## config.mk

```make
export PLATFORM = sky130hd
export DESIGN_NAME = sha1_hash_engine_unit
export DESIGN_NICKNAME = d
export VERILOG_FILES = /design/src/sv/sha1_pkg.sv /design/src/sv/sha1_front.sv /design/src/sv/sha1_queue.sv /design/src/sv/sha1_back.sv /design/src/sv/sha1_hash_engine_unit.sv
export SDC_FILE = /design/constraint.sdc
export NUM_CORES = 2
export LEC_CHECK = 0
export BUFFER_PORTS_ARGS = -buffer_cell sky130_fd_sc_hd__buf_2
export CORE_MARGIN = 4
export CORE_UTILIZATION = 30
export CTS_CLUSTER_DIAMETER = 50
export DETAILED_ROUTE_END_ITERATION = 8
export PLACE_DENSITY_LB_ADDON = 0.1
export SYNTH_ARGS = -nofsm -noshare
export SYNTH_HDL_FRONTEND = slang
export SYNTH_HIERARCHICAL = 1
export SYNTH_SLANG_ARGS = --single-unit
```

## constraint.sdc

```tcl
create_clock -name clock -period 13.6 [get_ports clock]
set_input_delay 1.36 -clock clock [delete_from_list [all_inputs] [get_ports clock]]
set_output_delay 1.36 -clock clock [all_outputs]
set_load 0.01 [all_outputs]
```

## src/sv/sha1_pkg.sv

```systemverilog
// SHA-1 engine shared package: payload structs, state enums, constants, round functions.
// No dependencies; every module of the engine imports it.
package sha1_pkg;

   localparam int QUEUE_DEPTH  = 4;
   localparam int BLOCK_WORDS  = 16;
   localparam int ROUND_COUNT  = 80;
   localparam int DIGEST_WORDS = 5;

   localparam logic [7:0] PAD_MARK_BYTE = 8'h80;
   localparam logic [5:0] LEN_FIELD_POS = 6'd56;
   localparam logic [5:0] LAST_BYTE_POS = 6'd63;

   localparam logic [31:0] H_INIT [0:DIGEST_WORDS-1] = '{
      32'h67452301, 32'hefcdab89, 32'h98badcfe, 32'h10325476, 32'hc3d2e1f0
   };

   localparam logic [31:0] K_STAGE0 = 32'h5a827999;
   localparam logic [31:0] K_STAGE1 = 32'h6ed9eba1;
   localparam logic [31:0] K_STAGE2 = 32'h8f1bbcdc;
   localparam logic [31:0] K_STAGE3 = 32'hca62c1d6;

   typedef struct packed {
      logic [7:0] data_byte;
      logic       byte_valid;
      logic       end_of_message;
   } sha1_req_type;

   typedef struct packed {
      logic [31:0] digest_word;
      logic [2:0]  word_index;
      logic        last_word;
   } sha1_rsp_type;

   typedef struct packed {
      logic [31:0] word;
      logic        final_word;
   } sha1_word_type;

   typedef enum logic [1:0] {
      FR_IDLE,
      FR_MARK,
      FR_ZERO,
      FR_LEN
   } sha1_front_state_type;

   typedef enum logic [1:0] {
      BK_LOAD,
      BK_ROUND,
      BK_ADD,
      BK_EMIT
   } sha1_back_state_type;

   typedef enum logic [1:0] {
      ST_CH,
      ST_PAR1,
      ST_MAJ,
      ST_PAR2
   } sha1_stage_type;

   function automatic logic [31:0] round_f(sha1_stage_type stage, logic [31:0] b,
                                           logic [31:0] c, logic [31:0] d);
      logic [31:0] res;
      unique case (stage)
         ST_CH:   res = (b & c) | (~b & d);
         ST_MAJ:  res = (b & c) | (b & d) | (c & d);
         default: res = b ^ c ^ d;
      endcase
      return res;
   endfunction

   function automatic logic [31:0] round_k(sha1_stage_type stage);
      logic [31:0] res;
      unique case (stage)
         ST_CH:   res = K_STAGE0;
         ST_PAR1: res = K_STAGE1;
         ST_MAJ:  res = K_STAGE2;
         default: res = K_STAGE3;
      endcase
      return res;
   endfunction

endpackage

```

## src/sv/sha1_front.sv

```systemverilog
// SHA-1 front end: takes message bytes, packs big-endian words, appends padding and length.
// Depends on sha1_pkg.
module sha1_front (
   input  logic                  clock,
   input  logic                  reset,
   input  logic                  req_valid,
   output logic                  req_ready,
   input  sha1_pkg::sha1_req_type  req_data,
   output logic                  push_valid,
   output sha1_pkg::sha1_word_type push_data,
   input  logic                  push_ready
);
   import sha1_pkg::*;

   sha1_front_state_type state_ff, state_in;
   logic [5:0]  pos_ff, pos_in;
   logic [23:0] acc_ff, acc_in;
   logic [60:0] count_ff, count_in;
   logic [63:0] len_ff, len_in;

   logic       take;
   logic       byte_en;
   logic [7:0] byte_val;
   logic       final_word;

   // Outputs and byte selection
   always_comb begin
      req_ready  = (state_ff == FR_IDLE) && push_ready;
      take       = req_valid && req_ready;
      byte_en    = 1'b0;
      byte_val   = '0;
      final_word = 1'b0;
      unique case (state_ff)
         FR_IDLE: begin
            byte_en  = take && req_data.byte_valid;
            byte_val = req_data.data_byte;
         end
         FR_MARK: begin
            byte_en  = push_ready;
            byte_val = PAD_MARK_BYTE;
         end
         FR_ZERO: begin
            byte_en  = push_ready;
         end
         FR_LEN: begin
            byte_en    = push_ready;
            byte_val   = len_ff[63:56];
            final_word = (pos_ff == LAST_BYTE_POS);
         end
      endcase
      push_valid           = byte_en && (pos_ff[1:0] == 2'b11);
      push_data.word       = {acc_ff, byte_val};
      push_data.final_word = final_word;
   end

   // Next state
   always_comb begin
      state_in = state_ff;
      unique case (state_ff)
         FR_IDLE: begin
            if (take && req_data.end_of_message) state_in = FR_MARK;
         end
         FR_MARK: begin
            if (byte_en) state_in = (pos_in == LEN_FIELD_POS) ? FR_LEN : FR_ZERO;
         end
         FR_ZERO: begin
            if (byte_en && (pos_in == LEN_FIELD_POS)) state_in = FR_LEN;
         end
         FR_LEN: begin
            if (byte_en && (pos_ff == LAST_BYTE_POS)) state_in = FR_IDLE;
         end
      endcase
   end

   // Datapath next values
   always_comb begin
      pos_in   = byte_en ? pos_ff + 6'd1 : pos_ff;
      acc_in   = byte_en ? {acc_ff[15:0], byte_val} : acc_ff;
      count_in = count_ff;
      len_in   = len_ff;
      unique case (state_ff)
         FR_IDLE: begin
            if (byte_en) count_in = count_ff + 61'd1;
         end
         FR_MARK: begin
            if (byte_en) len_in = {count_ff, 3'b000};
         end
         FR_ZERO: begin
         end
         FR_LEN: begin
            if (byte_en) len_in = {len_ff[55:0], 8'h00};
            if (byte_en && (pos_ff == LAST_BYTE_POS)) count_in = '0;
         end
      endcase
   end

   always_ff @(posedge clock) begin
      if (reset) begin
         state_ff <= FR_IDLE;
         pos_ff   <= '0;
         count_ff <= '0;
      end else begin
         state_ff <= state_in;
         pos_ff   <= pos_in;
         count_ff <= count_in;
      end
      acc_ff <= acc_in;
      len_ff <= len_in;
   end

endmodule

```

## src/sv/sha1_queue.sv

```systemverilog
// SHA-1 word queue: small FIFO of packed message words between front and back end.
// Depends on sha1_pkg.
module sha1_queue #(
   parameter int Depth = sha1_pkg::QUEUE_DEPTH
) (
   input  logic                    clock,
   input  logic                    reset,
   input  logic                    push_valid,
   output logic                    push_ready,
   input  sha1_pkg::sha1_word_type push_data,
   output logic                    pop_valid,
   input  logic                    pop_ready,
   output sha1_pkg::sha1_word_type pop_data
);
   import sha1_pkg::*;

   localparam int PtrW = (Depth > 1) ? $clog2(Depth) : 1;
   localparam int CntW = $clog2(Depth + 1);

   sha1_word_type entries_ff [Depth];
   logic [PtrW-1:0] wr_ptr_ff, wr_ptr_in;
   logic [PtrW-1:0] rd_ptr_ff, rd_ptr_in;
   logic [CntW-1:0] cnt_ff, cnt_in;
   logic            do_push, do_pop;

   always_comb begin
      push_ready = (cnt_ff != CntW'(Depth));
      pop_valid  = (cnt_ff != '0);
      pop_data   = entries_ff[rd_ptr_ff];
      do_push    = push_valid && push_ready;
      do_pop     = pop_valid && pop_ready;

      wr_ptr_in = wr_ptr_ff;
      if (do_push) wr_ptr_in = (wr_ptr_ff == PtrW'(Depth - 1)) ? '0 : wr_ptr_ff + 1'b1;
      rd_ptr_in = rd_ptr_ff;
      if (do_pop) rd_ptr_in = (rd_ptr_ff == PtrW'(Depth - 1)) ? '0 : rd_ptr_ff + 1'b1;

      cnt_in = cnt_ff;
      if (do_push && !do_pop) cnt_in = cnt_ff + 1'b1;
      else if (do_pop && !do_push) cnt_in = cnt_ff - 1'b1;
   end

   always_ff @(posedge clock) begin
      if (reset) begin
         wr_ptr_ff <= '0;
         rd_ptr_ff <= '0;
         cnt_ff    <= '0;
      end else begin
         wr_ptr_ff <= wr_ptr_in;
         rd_ptr_ff <= rd_ptr_in;
         cnt_ff    <= cnt_in;
      end
      if (do_push) entries_ff[wr_ptr_ff] <= push_data;
   end

endmodule

```

## src/sv/sha1_back.sv

```systemverilog
// SHA-1 back end: collects 16-word blocks, runs 80 compression rounds, emits the digest.
// Depends on sha1_pkg.
module sha1_back (
   input  logic                    clock,
   input  logic                    reset,
   input  logic                    pop_valid,
   output logic                    pop_ready,
   input  sha1_pkg::sha1_word_type pop_data,
   output logic                    rsp_valid,
   input  logic                    rsp_ready,
   output sha1_pkg::sha1_rsp_type  rsp_data
);
   import sha1_pkg::*;

   sha1_back_state_type state_ff, state_in;
   logic [31:0]  w_ff     [BLOCK_WORDS];
   logic [31:0]  w_in     [BLOCK_WORDS];
   logic [31:0]  wv_ff    [DIGEST_WORDS];
   logic [31:0]  wv_in    [DIGEST_WORDS];
   logic [31:0]  chain_ff [DIGEST_WORDS];
   logic [31:0]  chain_in [DIGEST_WORDS];
   logic [3:0]   wcnt_ff, wcnt_in;
   logic [6:0]   round_ff, round_in;
   logic [2:0]   idx_ff, idx_in;
   logic         final_ff, final_in;
   logic         rsp_valid_ff, rsp_valid_in;
   sha1_rsp_type rsp_data_ff, rsp_data_in;

   logic           load, emit_load, block_full, round_done, emit_done;
   sha1_stage_type stage;
   logic [31:0]    sched_x, wt, tmp;

   // Handshake outputs and round datapath
   always_comb begin
      pop_ready  = (state_ff == BK_LOAD);
      load       = pop_valid && pop_ready;
      block_full = load && (wcnt_ff == 4'(BLOCK_WORDS - 1));
      round_done = (round_ff == 7'(ROUND_COUNT - 1));
      emit_load  = (state_ff == BK_EMIT) && (!rsp_valid_ff || rsp_ready);
      emit_done  = emit_load && (idx_ff == 3'(DIGEST_WORDS - 1));
      rsp_valid  = rsp_valid_ff;
      rsp_data   = rsp_data_ff;

      priority if (round_ff < 7'd20) stage = ST_CH;
      else if (round_ff < 7'd40)     stage = ST_PAR1;
      else if (round_ff < 7'd60)     stage = ST_MAJ;
      else                           stage = ST_PAR2;

      sched_x = w_ff[13] ^ w_ff[8] ^ w_ff[2] ^ w_ff[0];
      wt      = (round_ff < 7'(BLOCK_WORDS)) ? w_ff[0] : {sched_x[30:0], sched_x[31]};
      tmp     = {wv_ff[0][26:0], wv_ff[0][31:27]} + round_f(stage, wv_ff[1], wv_ff[2], wv_ff[3])
                + wv_ff[4] + round_k(stage) + wt;
   end

   // Next state
   always_comb begin
      state_in = state_ff;
      unique case (state_ff)
         BK_LOAD:  if (block_full) state_in = BK_ROUND;
         BK_ROUND: if (round_done) state_in = BK_ADD;
         BK_ADD:   state_in = final_ff ? BK_EMIT : BK_LOAD;
         BK_EMIT:  if (emit_done) state_in = BK_LOAD;
      endcase
   end

   // Datapath next values
   always_comb begin
      w_in         = w_ff;
      wv_in        = wv_ff;
      chain_in     = chain_ff;
      wcnt_in      = wcnt_ff;
      round_in     = round_ff;
      idx_in       = idx_ff;
      final_in     = final_ff;
      rsp_valid_in = rsp_valid_ff;
      rsp_data_in  = rsp_data_ff;

      if (rsp_ready) rsp_valid_in = 1'b0;

      unique case (state_ff)
         BK_LOAD: begin
            if (load) begin
               for (int i = 0; i < BLOCK_WORDS - 1; i++) w_in[i] = w_ff[i+1];
               w_in[BLOCK_WORDS-1] = pop_data.word;
               wcnt_in  = wcnt_ff + 4'd1;
               final_in = pop_data.final_word;
            end
            if (block_full) begin
               wv_in    = chain_ff;
               round_in = '0;
            end
         end
         BK_ROUND: begin
            // advance the rolling schedule window and the working variables
            for (int i = 0; i < BLOCK_WORDS - 1; i++) w_in[i] = w_ff[i+1];
            w_in[BLOCK_WORDS-1] = wt;
            wv_in[0] = tmp;
            wv_in[1] = wv_ff[0];
            wv_in[2] = {wv_ff[1][1:0], wv_ff[1][31:2]};
            wv_in[3] = wv_ff[2];
            wv_in[4] = wv_ff[3];
            round_in = round_ff + 7'd1;
         end
         BK_ADD: begin
            for (int i = 0; i < DIGEST_WORDS; i++) chain_in[i] = chain_ff[i] + wv_ff[i];
            idx_in = '0;
         end
         BK_EMIT: begin
            if (emit_load) begin
               rsp_valid_in            = 1'b1;
               rsp_data_in.digest_word = chain_ff[idx_ff];
               rsp_data_in.word_index  = idx_ff;
               rsp_data_in.last_word   = (idx_ff == 3'(DIGEST_WORDS - 1));
               idx_in                  = idx_ff + 3'd1;
            end
            if (emit_done) chain_in = H_INIT;
         end
      endcase
   end

   always_ff @(posedge clock) begin
      if (reset) begin
         state_ff     <= BK_LOAD;
         wcnt_ff      <= '0;
         round_ff     <= '0;
         idx_ff       <= '0;
         final_ff     <= 1'b0;
         rsp_valid_ff <= 1'b0;
         chain_ff     <= H_INIT;
         wv_ff        <= '{default: '0};
      end else begin
         state_ff     <= state_in;
         wcnt_ff      <= wcnt_in;
         round_ff     <= round_in;
         idx_ff       <= idx_in;
         final_ff     <= final_in;
         rsp_valid_ff <= rsp_valid_in;
         chain_ff     <= chain_in;
         wv_ff        <= wv_in;
      end
      w_ff        <= w_in;
      rsp_data_ff <= rsp_data_in;
   end

endmodule

```

## src/sv/sha1_hash_engine_unit.sv

```systemverilog
// SHA-1 hash engine top level: front end, word queue and compression back end.
// Depends on sha1_pkg, sha1_front, sha1_queue and sha1_back.
//
// Streams a message one byte per transfer on the req_ channel and returns its
// 160-bit SHA-1 digest as five 32-bit words on the rsp_ channel, h0 first,
// with last_word set on the fifth. A transfer with end_of_message set closes
// the message (its byte, if byte_valid, is absorbed first); a transfer with
// end_of_message and no valid byte closes it too, so an empty message works.
// The front end takes one byte per cycle while the word queue has room and
// packs bytes big-endian into words; on end of message it inserts the 0x80
// marker, zero fill and the 64-bit bit length itself, one byte per cycle
// while the queue has room (no req_ transfers during that time). The back
// end drains 16 words, runs 80 rounds at one round per cycle and then folds
// the result into the chaining value in the BK_ADD state. During the rounds
// and that fold the front end can only fill the four-word queue (16 bytes)
// and then stalls; the other 48 bytes of the next block go in at one per
// cycle while the back end loads. Throughput is therefore set by the
// single-round compression loop and the queue depth. The digest leaves
// through an output register at one word per cycle when rsp_ready is held
// high; the engine then rearms for the next message on its own.
module sha1_hash_engine_unit #(
   parameter int QueueDepth = sha1_pkg::QUEUE_DEPTH
) (
   input  logic                   clock,
   input  logic                   reset,
   input  logic                   req_valid,
   output logic                   req_ready,
   input  sha1_pkg::sha1_req_type req_data,
   output logic                   rsp_valid,
   input  logic                   rsp_ready,
   output sha1_pkg::sha1_rsp_type rsp_data
);
   import sha1_pkg::*;

   // front end to queue
   logic          push_valid, push_ready;
   sha1_word_type push_data;
   // queue to back end
   logic          pop_valid, pop_ready;
   sha1_word_type pop_data;

   // Pack bytes, add padding and length
   sha1_front u_front (
      .clock      (clock),
      .reset      (reset),
      .req_valid  (req_valid),
      .req_ready  (req_ready),
      .req_data   (req_data),
      .push_valid (push_valid),
      .push_data  (push_data),
      .push_ready (push_ready)
   );

   // Hold packed words while the back end compresses
   sha1_queue #(
      .Depth (QueueDepth)
   ) u_queue (
      .clock      (clock),
      .reset      (reset),
      .push_valid (push_valid),
      .push_ready (push_ready),
      .push_data  (push_data),
      .pop_valid  (pop_valid),
      .pop_ready  (pop_ready),
      .pop_data   (pop_data)
   );

   // Compress blocks and emit the digest
   sha1_back u_back (
      .clock     (clock),
      .reset     (reset),
      .pop_valid (pop_valid),
      .pop_ready (pop_ready),
      .pop_data  (pop_data),
      .rsp_valid (rsp_valid),
      .rsp_ready (rsp_ready),
      .rsp_data  (rsp_data)
   );

endmodule
```

Word level (Yosys, flattened, before mapping)
Memory sizes are Yosys's and may differ from the RTL's. A register that Yosys moved wholly into a read port is not among the register bits.
Index checks and enable logic that the tools add are counted.
- logic and storage cells: 198
- bits in writable memories: 132
- memories kept: 1
- register bits after elaboration: 1050
- bits of input ports: 14
- output and inout port bits: 38
- memories (name ; words ; width ; rd ports ; clocked after Yosys merged registers in ; write ports ; line ; source):
    u_queue.entries_ff ; 4 ; 33 ; 1 ; 1 ; 1 ; sha1_queue.sv:20 ; sha1_word_type entries_ff [Depth];
- muxes and demuxes: 51
- add/sub/neg operators: 18
- reduce and logical (&&, ||, !) cells: 38
- eq/ne operators: 28
- magnitude comparators: 5
- bitwise logic cells: 14
- operators with widths (cell ; count):
    case mux 512 bit (2 select lines) ; 1
    case mux 160 bit (2 select lines) ; 2
    2-to-1 mux 512 bit ; 1
    2-to-1 mux 160 bit ; 2
    adder 32 bit ; 9
    XOR 32 bit ; 5
    AND 32 bit ; 4
    2-to-1 mux 64 bit ; 2
    case mux 64 bit (2 select lines) ; 1
    2-to-1 mux 61 bit ; 2
    case mux 61 bit (2 select lines) ; 1
    binary-select mux 32 bit (select 3 bit) ; 1
    2-to-1 mux 32 bit ; 3
    OR 32 bit ; 3
    case mux 32 bit (3 select lines) ; 1
    case mux 32 bit (2 select lines) ; 1
    adder 61 x 1 -> 61 bit (second input constant) ; 1
    inverter 32 bit ; 1
    2-to-1 mux 2 bit ; 14
    case mux 8 bit (3 select lines) ; 1
    inequality test 2 x 1 -> 1 bit (second input constant) ; 10
    == test 2 bit (second input constant) ; 8
    case mux 2 bit (4 select lines) ; 2
    logical AND 1 bit ; 14
    33 further kinds ; 64

Longest topological paths before layout
- depth in word-level cells: 11
- depth in mapped cells: 28
- gate-level depth less buffers: 24

Cells and area by module
The synthesis kept the hierarchy.
- modules (own cells, without submodules) (module ; seq. area each (µm²) ; cells an instance ; area each (µm²) ; times used):
    sha1_back ; 23222.3 ; 4066 ; 44372.6 ; 1
    sha1_front ; 3933.8 ; 630 ; 7090.6 ; 1
    sha1_queue ; 4144.0 ; 221 ; 5235.0 ; 1

Least setup slack after synthesis
No wires, ideal clock.
- path kind: register to register
- start point: register u_back.state_ff[0]
- end point: register u_back/w_ff[0] in the netlist's numbering (enable)
- required time: 12.933 ns
- buffers on the path: 2
- library setup time: 0.667 ns
- slack: 5.747 ns
- cell stages (with the launch flop): 5
- arrival time: 7.186 ns
- period minus slack after synthesis: 7.853 ns
- path through: dfxtp_1 -> nor2b_1 -> clkbuf_1 -> clkbuf_1 -> or2_2
- word-level cells in the longest chain between the ends: 4
- elaborated cells on any way between the ends: 6
- classes of those cells: eq/ne (2); reduce/logical (4)
- RTL lines (item ; line ; source):
    from (decl) ; sha1_back.sv:15 ; sha1_back_state_type state_ff, state_in;
    from (signal assigned) ; sha1_back.sv:132 ; state_ff <= state_in;
    logical NOT 2 bit ; sha1_back.sv:35, sha1_back.sv:80 ;
    logical AND 1 bit ; sha1_back.sv:36 ; load = pop_valid && pop_ready;
    inequality test 2 x 1 -> 1 bit (no line) ; n/a ;
    AND reduction 2 bit (no line) (*) ; n/a ;
    to (signal assigned) ; sha1_back.sv:141 ; w_ff <= w_in;
    to (decl) ; sha1_back.sv:16 ; logic [31:0] w_ff [BLOCK_WORDS];
Mark *: on every way between the ends. The rest lies on a longest branch, timed or not.
A chain may end at the register's enable or synchronous reset.

Final worst setup path
- start point: register u_back.round_ff[6]
- end point: register u_back/wv_ff[158] in the netlist's numbering
- word-level cells in the longest chain between the ends: 11
- elaborated cells on any way between the ends: 18
- classes of those cells: add/sub (4); order compare (4); eq/ne (2); mux (7); reduce/logical (1)
- RTL lines (item ; line ; source):
    from (decl) ; sha1_back.sv:23 ; logic [6:0] round_ff, round_in;
    from (signal assigned) ; sha1_back.sv:134 ; round_ff <= round_in;
    < comparator 7 x 6 -> 1 bit ; sha1_back.sv:46 ; else if (round_ff < 7'd60) stage = ST_MAJ;
    2-to-1 mux 1 bit ; sha1_back.sv:46 ;
    2-to-1 mux 2 bit ; sha1_back.sv:45 ; else if (round_ff < 7'd40) stage = ST_PAR1;
    2-to-1 mux 2 bit ; sha1_back.sv:44 ; priority if (round_ff < 7'd20) stage = ST_CH;
    == test 2 bit / logical NOT 2 bit (equally long branches) ; sha1_pkg.sv:64, sha1_pkg.sv:74 ;
    case mux 32 bit (2 select lines) ; sha1_pkg.sv:64 ; unique case (stage)
    adder 32 bit ; sha1_back.sv:51 ; tmp = {wv_ff[0][26:0], wv_ff[0][31:27]} + round_f(stage, wv_ff[1], wv_ff[2], wv_ff[3])
    adder 32 bit (2 in series) ; sha1_back.sv:52 ; + wv_ff[4] + round_k(stage) + wt;
    adder 32 bit (*) ; sha1_back.sv:52 ;
    case mux 160 bit (2 select lines) (*) ; sha1_back.sv:80 ; unique case (state_ff)
    to (signal assigned) ; sha1_back.sv:139 ; wv_ff <= wv_in;
    to (decl) ; sha1_back.sv:18 ; logic [31:0] wv_ff [DIGEST_WORDS];
Marks and branches as above.

==> run_results.csv <==
group,metric,value,unit
worst_hold_path,min_from,"u_back/w_ff[458]",
worst_hold_path,hold_path.class,"reg -> reg",
setup_path,reg2regPathDepth,20,
worst_hold_path,hold_depth,0,
floorplanning,die_w,443,um
synthesis,synth.distinct_cells,95,
sta,relSlewSlack,24.9,%
finish,register_area,0.0313,sq mm
route,num_vias,38500,
place,placed_area,0.0598,sq mm
clocking,clk_pin_slew,0.06,ns
place,gp_congestion,0.856,
synthesis,synth_edf_count,765,
setup_path,worst-setup-path-type,"reg -> reg",
setup_path,crit_path_start_kind,"flop",
synthesis,netlist_area,0.0567,sq mm
finish,fill_cells,18800,
route,wl,175000,um
route,dr.pass1.iters,5,
clocking,clockRootBuffer,"clkbuf_16",
setup_path,worstPathRequired,14.26,ns
setup_path,worstPathMaxFanout,58,
sta,drv_slew,0,
power_and_ir_drop,power_switching,3720,uW
finish,syn_to_final_growth,15.3,%
floorplanning,io_pins,52,
synthesis,yosysTopAreaCell,"edfxtp_1",
synthesis,synthFlopType,"edfxtp_1",
power_and_ir_drop,p_comb_share,18.3,%
route,wire_per_inst,23.0,um
route,via_per_inst,5.05,
synthesis,synthesis.nets,5271,
synthesis,yosysWarningCount,6,
sta,hold_viol,0,
finish,fin_nets,5326,
global_route,antenna_found_initial,6,
synthesis,syn_inst,4917,
worst_hold_path,holdPathEnd,"u_back/w_ff[490]",
power_and_ir_drop,p_per_area,191,mW/mm^2
clocking,cts_made_buffers,171,
clocking,cts_buffer_depth,3,
global_route,grt_max_degree,189,
sta,rsz0062_at_grt,"false",
floorplanning,std_cell_rows,159,
clocking,htree_levels,4,
route,drt-initial-drc-count,3039,
power_and_ir_drop,vdd_drop_max,257,uV
sta,period_share,48.4,%
clocking,clock-sinks,1181,
power_and_ir_drop,leakagePower,0.0237,uW
sta,fin_skew,0.0463,ns
route,antenna_left,0,
setup_path,r2r_slack,7.02,ns
sta,worst_pin_slew,1.11,ns
power_and_ir_drop,share_seq_of_total_power,46.8,%
setup_path,reg2reg_from,"u_back/round_ff[6]",
power_and_ir_drop,p_int,8780,uW
setup_path,cp.arrival,7.24,ns
synthesis,synthArstFlopShare,0,%
job,cap_violations,0,
route,remaining_drc_errors,0,
sta,tns,0,ns
synthesis,avgSynthCellArea,11.5,sq um
power_and_ir_drop,p_clk_share,34.9,%
floorplanning,start_util,30.2,%
synthesis,yosys_register_bits,1181,
sta,max_freq,152,MHz
synthesis,yosysTopAreaCellShare,40.5,%
global_route,grt_pass1_wl,259000,um
global_route,grt_overflow,0,
clocking,tritoncts,"yes",
power_and_ir_drop,swShare,29.8,%
place,numPortBuffers,51,
finish,fin_area,0.0654,sq mm
floorplanning,core,0.188,sq mm
synthesis,synthTopCellsByArea,"edfxtp_1, dfxtp_1, ha_1, fa_1, xnor2_1",
clocking,cts_setup_buffers,0,
floorplanning,die_h,443,um
setup_path,worstSetupEndpointType,"flop",
clocking,ctsHoldBuffers,0,
floorplanning,die_area,0.196,sq mm
sta,finalSetupViolations,0,
synthesis,synth_most_common_cell,"edfxtp_1",
global_route,track_usage,17.6,%
finish,drive_gt1_share,10.9,%
synthesis,synth-seq-area-share,55.2,%
global_route,grt_pass1_vias,38100,
synthesis,synth_commonest_cells,"edfxtp_1, dfxtp_1, inv_1, nand2_1, nor2_1",
setup_path,timing.rr.end,"u_back/wv_ff[158]",
status,outcome,"complete, no violations",
finish,multi_input_area,0.0232,sq mm
clocking,insertion_delay,0.81,ns
place,dpl.hpwl,116000,um
sta,fin_crit,6.58,ns
clocking,ctsResizeCount,0,
[flip-flops by register name (all words and copies together) (netlist names), 3 cells and up, named ones only]
signal              count
u_back/w_ff           512
u_back/idx_ff           3
u_front/len_ff         61
u_back/rsp_data        36
u_back/wcnt_ff          4
u_back/chain_ff       160
u_queue/entries_ff    132
u_front/count_ff       61
u_queue/cnt_ff          3
u_back/round_ff         7
u_back/wv_ff          160
u_front/acc_ff         24
u_front/pos_ff          6
[layout by cell type (no fill, tap or decap), types with 18 or more instances in the layout]
master	synthesis	layout
edfxtp_1	765	765
dfxtp_1	416	412
inv_1	371	370
nand2_1	337	335
nor2_1	337	332
a21oi_1	315	315
o21ai_0	314	314
ha_1	214	212
xnor2_1	209	209
clkbuf_16	0	177
a211oi_1	133	133
fa_1	126	126
a21o_1	93	93
nand3_1	93	93
xor2_1	69	69
mux4_2	65	65
o21ai_1	63	63
nor3_1	62	61
a22oi_1	60	60
buf_4	4	55
mux2_2	51	51
buf_2	2	50
o31ai_1	46	46
a221oi_1	40	40
nand4_1	38	38
nand2b_1	37	35
nor2b_1	37	35
o21a_1	36	35
or3_1	32	32
or4_1	32	32
o22ai_1	29	29
clkinv_2	0	28
clkbuf_1	193	26
clkinv_1	0	25
o21bai_1	24	23
and3_1	22	21
a31oi_1	20	20
o211ai_1	18	18
[metrics by stage]
| step | setup slack (ns) | hold slack, ns | total power [uW] | util (%) | std cells |
|---|---|---|---|---|---|
| finish | 7.02 | 0.395 | 12500 | 34.8 | 7616 |
| global route | 6.44 | 0.411 | 13200 | 34.8 | 7615 |
| CTS | 7.02 | 0.395 | 12700 | 34.8 | 7614 |
| detailed placement | 7.06 | 0.405 | 8260 | 31.8 | 7294 |
| global placement | 7.19 | 0.400 | 8260 | 31.8 | 7294 |
| floorplan | 5.75 | 0.400 | 7570 | - | 4917 |
[layer usage]
metal	vias to the layer above	track usage [%]	wire [um]
li1	18100	-	-
met1	19200	25.3	84200
met2	887	26.2	76300
met3	254	3.80	9450
met4	0	5.77	5470
met5	-	0	0
[critical path, stage by stage, from the launching register on]
cell	delay, ns
dfxtp_1	0.39
nor3_2	0.52
buf_4	0.70
nor2_1	0.11
a21oi_1	0.32
fa_1	0.50
fa_1	0.46
fa_1	0.55
inv_1	0.06
ha_1	0.29
a21oi_1	0.22
nor2_1	0.13
o311ai_1	0.39
a21boi_1	0.22
a31oi_1	0.28
o21ai_1	0.14
a21oi_1	0.29
o211ai_1	0.22
a211oi_1	0.32
mux2i_1	0.22
a31oi_1	0.09
[cells by family after synthesis]
family	count (synthesis)	synth area share, %
and+or+nand+nor	1113	9.28
buffers and inverters	598	4.01
adders and majority gates	340	9.17
xor gates and xnor gates	278	4.29
DFF	1181	55.2
muxes	127	3.79
AOI/OAI and AO/OA	1280	14.2
[worst max path at each step]
stage                        from           endpoint
5_1_grt        u_back/round_ff[6]  u_back/wv_ff[158]
6_report       u_back/round_ff[6]  u_back/wv_ff[158]
2_1_floorplan  u_back/state_ff[0]     u_back/w_ff[0]
3_5_place_dp   u_back/round_ff[6]  u_back/wv_ff[158]
4_1_cts        u_back/round_ff[6]  u_back/wv_ff[158]
3_3_place_gp   u_back/round_ff[6]  u_back/wv_ff[158]
[power groups by stage]
| stage | Clock (uW) | Combinational (uW) | Sequential (uW) |
|---|---|---|---|
| after floorplan | 0 | 1590 | 5980 |
| after global placement | 0 | 2360 | 5900 |
| after detailed placement | 0 | 2350 | 5910 |
| after CTS | 4520 | 2370 | 5860 |
| after global routing | 4680 | 2550 | 5950 |
| final | 4370 | 2290 | 5850 |
[final cells by class]
| class | instances | area share (%) |
|---|---|---|
| sequential | 1181 | 47.9 |
| multi-input combinational | 3138 | 35.5 |
| clock buffer | 212 | 7.11 |
| tap | 2495 | 4.77 |
| inverter | 372 | 2.14 |
| clock inverter | 108 | 1.48 |
| timing repair buffer | 108 | 1.09 |
| antenna | 2 | 0.00765 |
(Power assumes the default switching activity.)
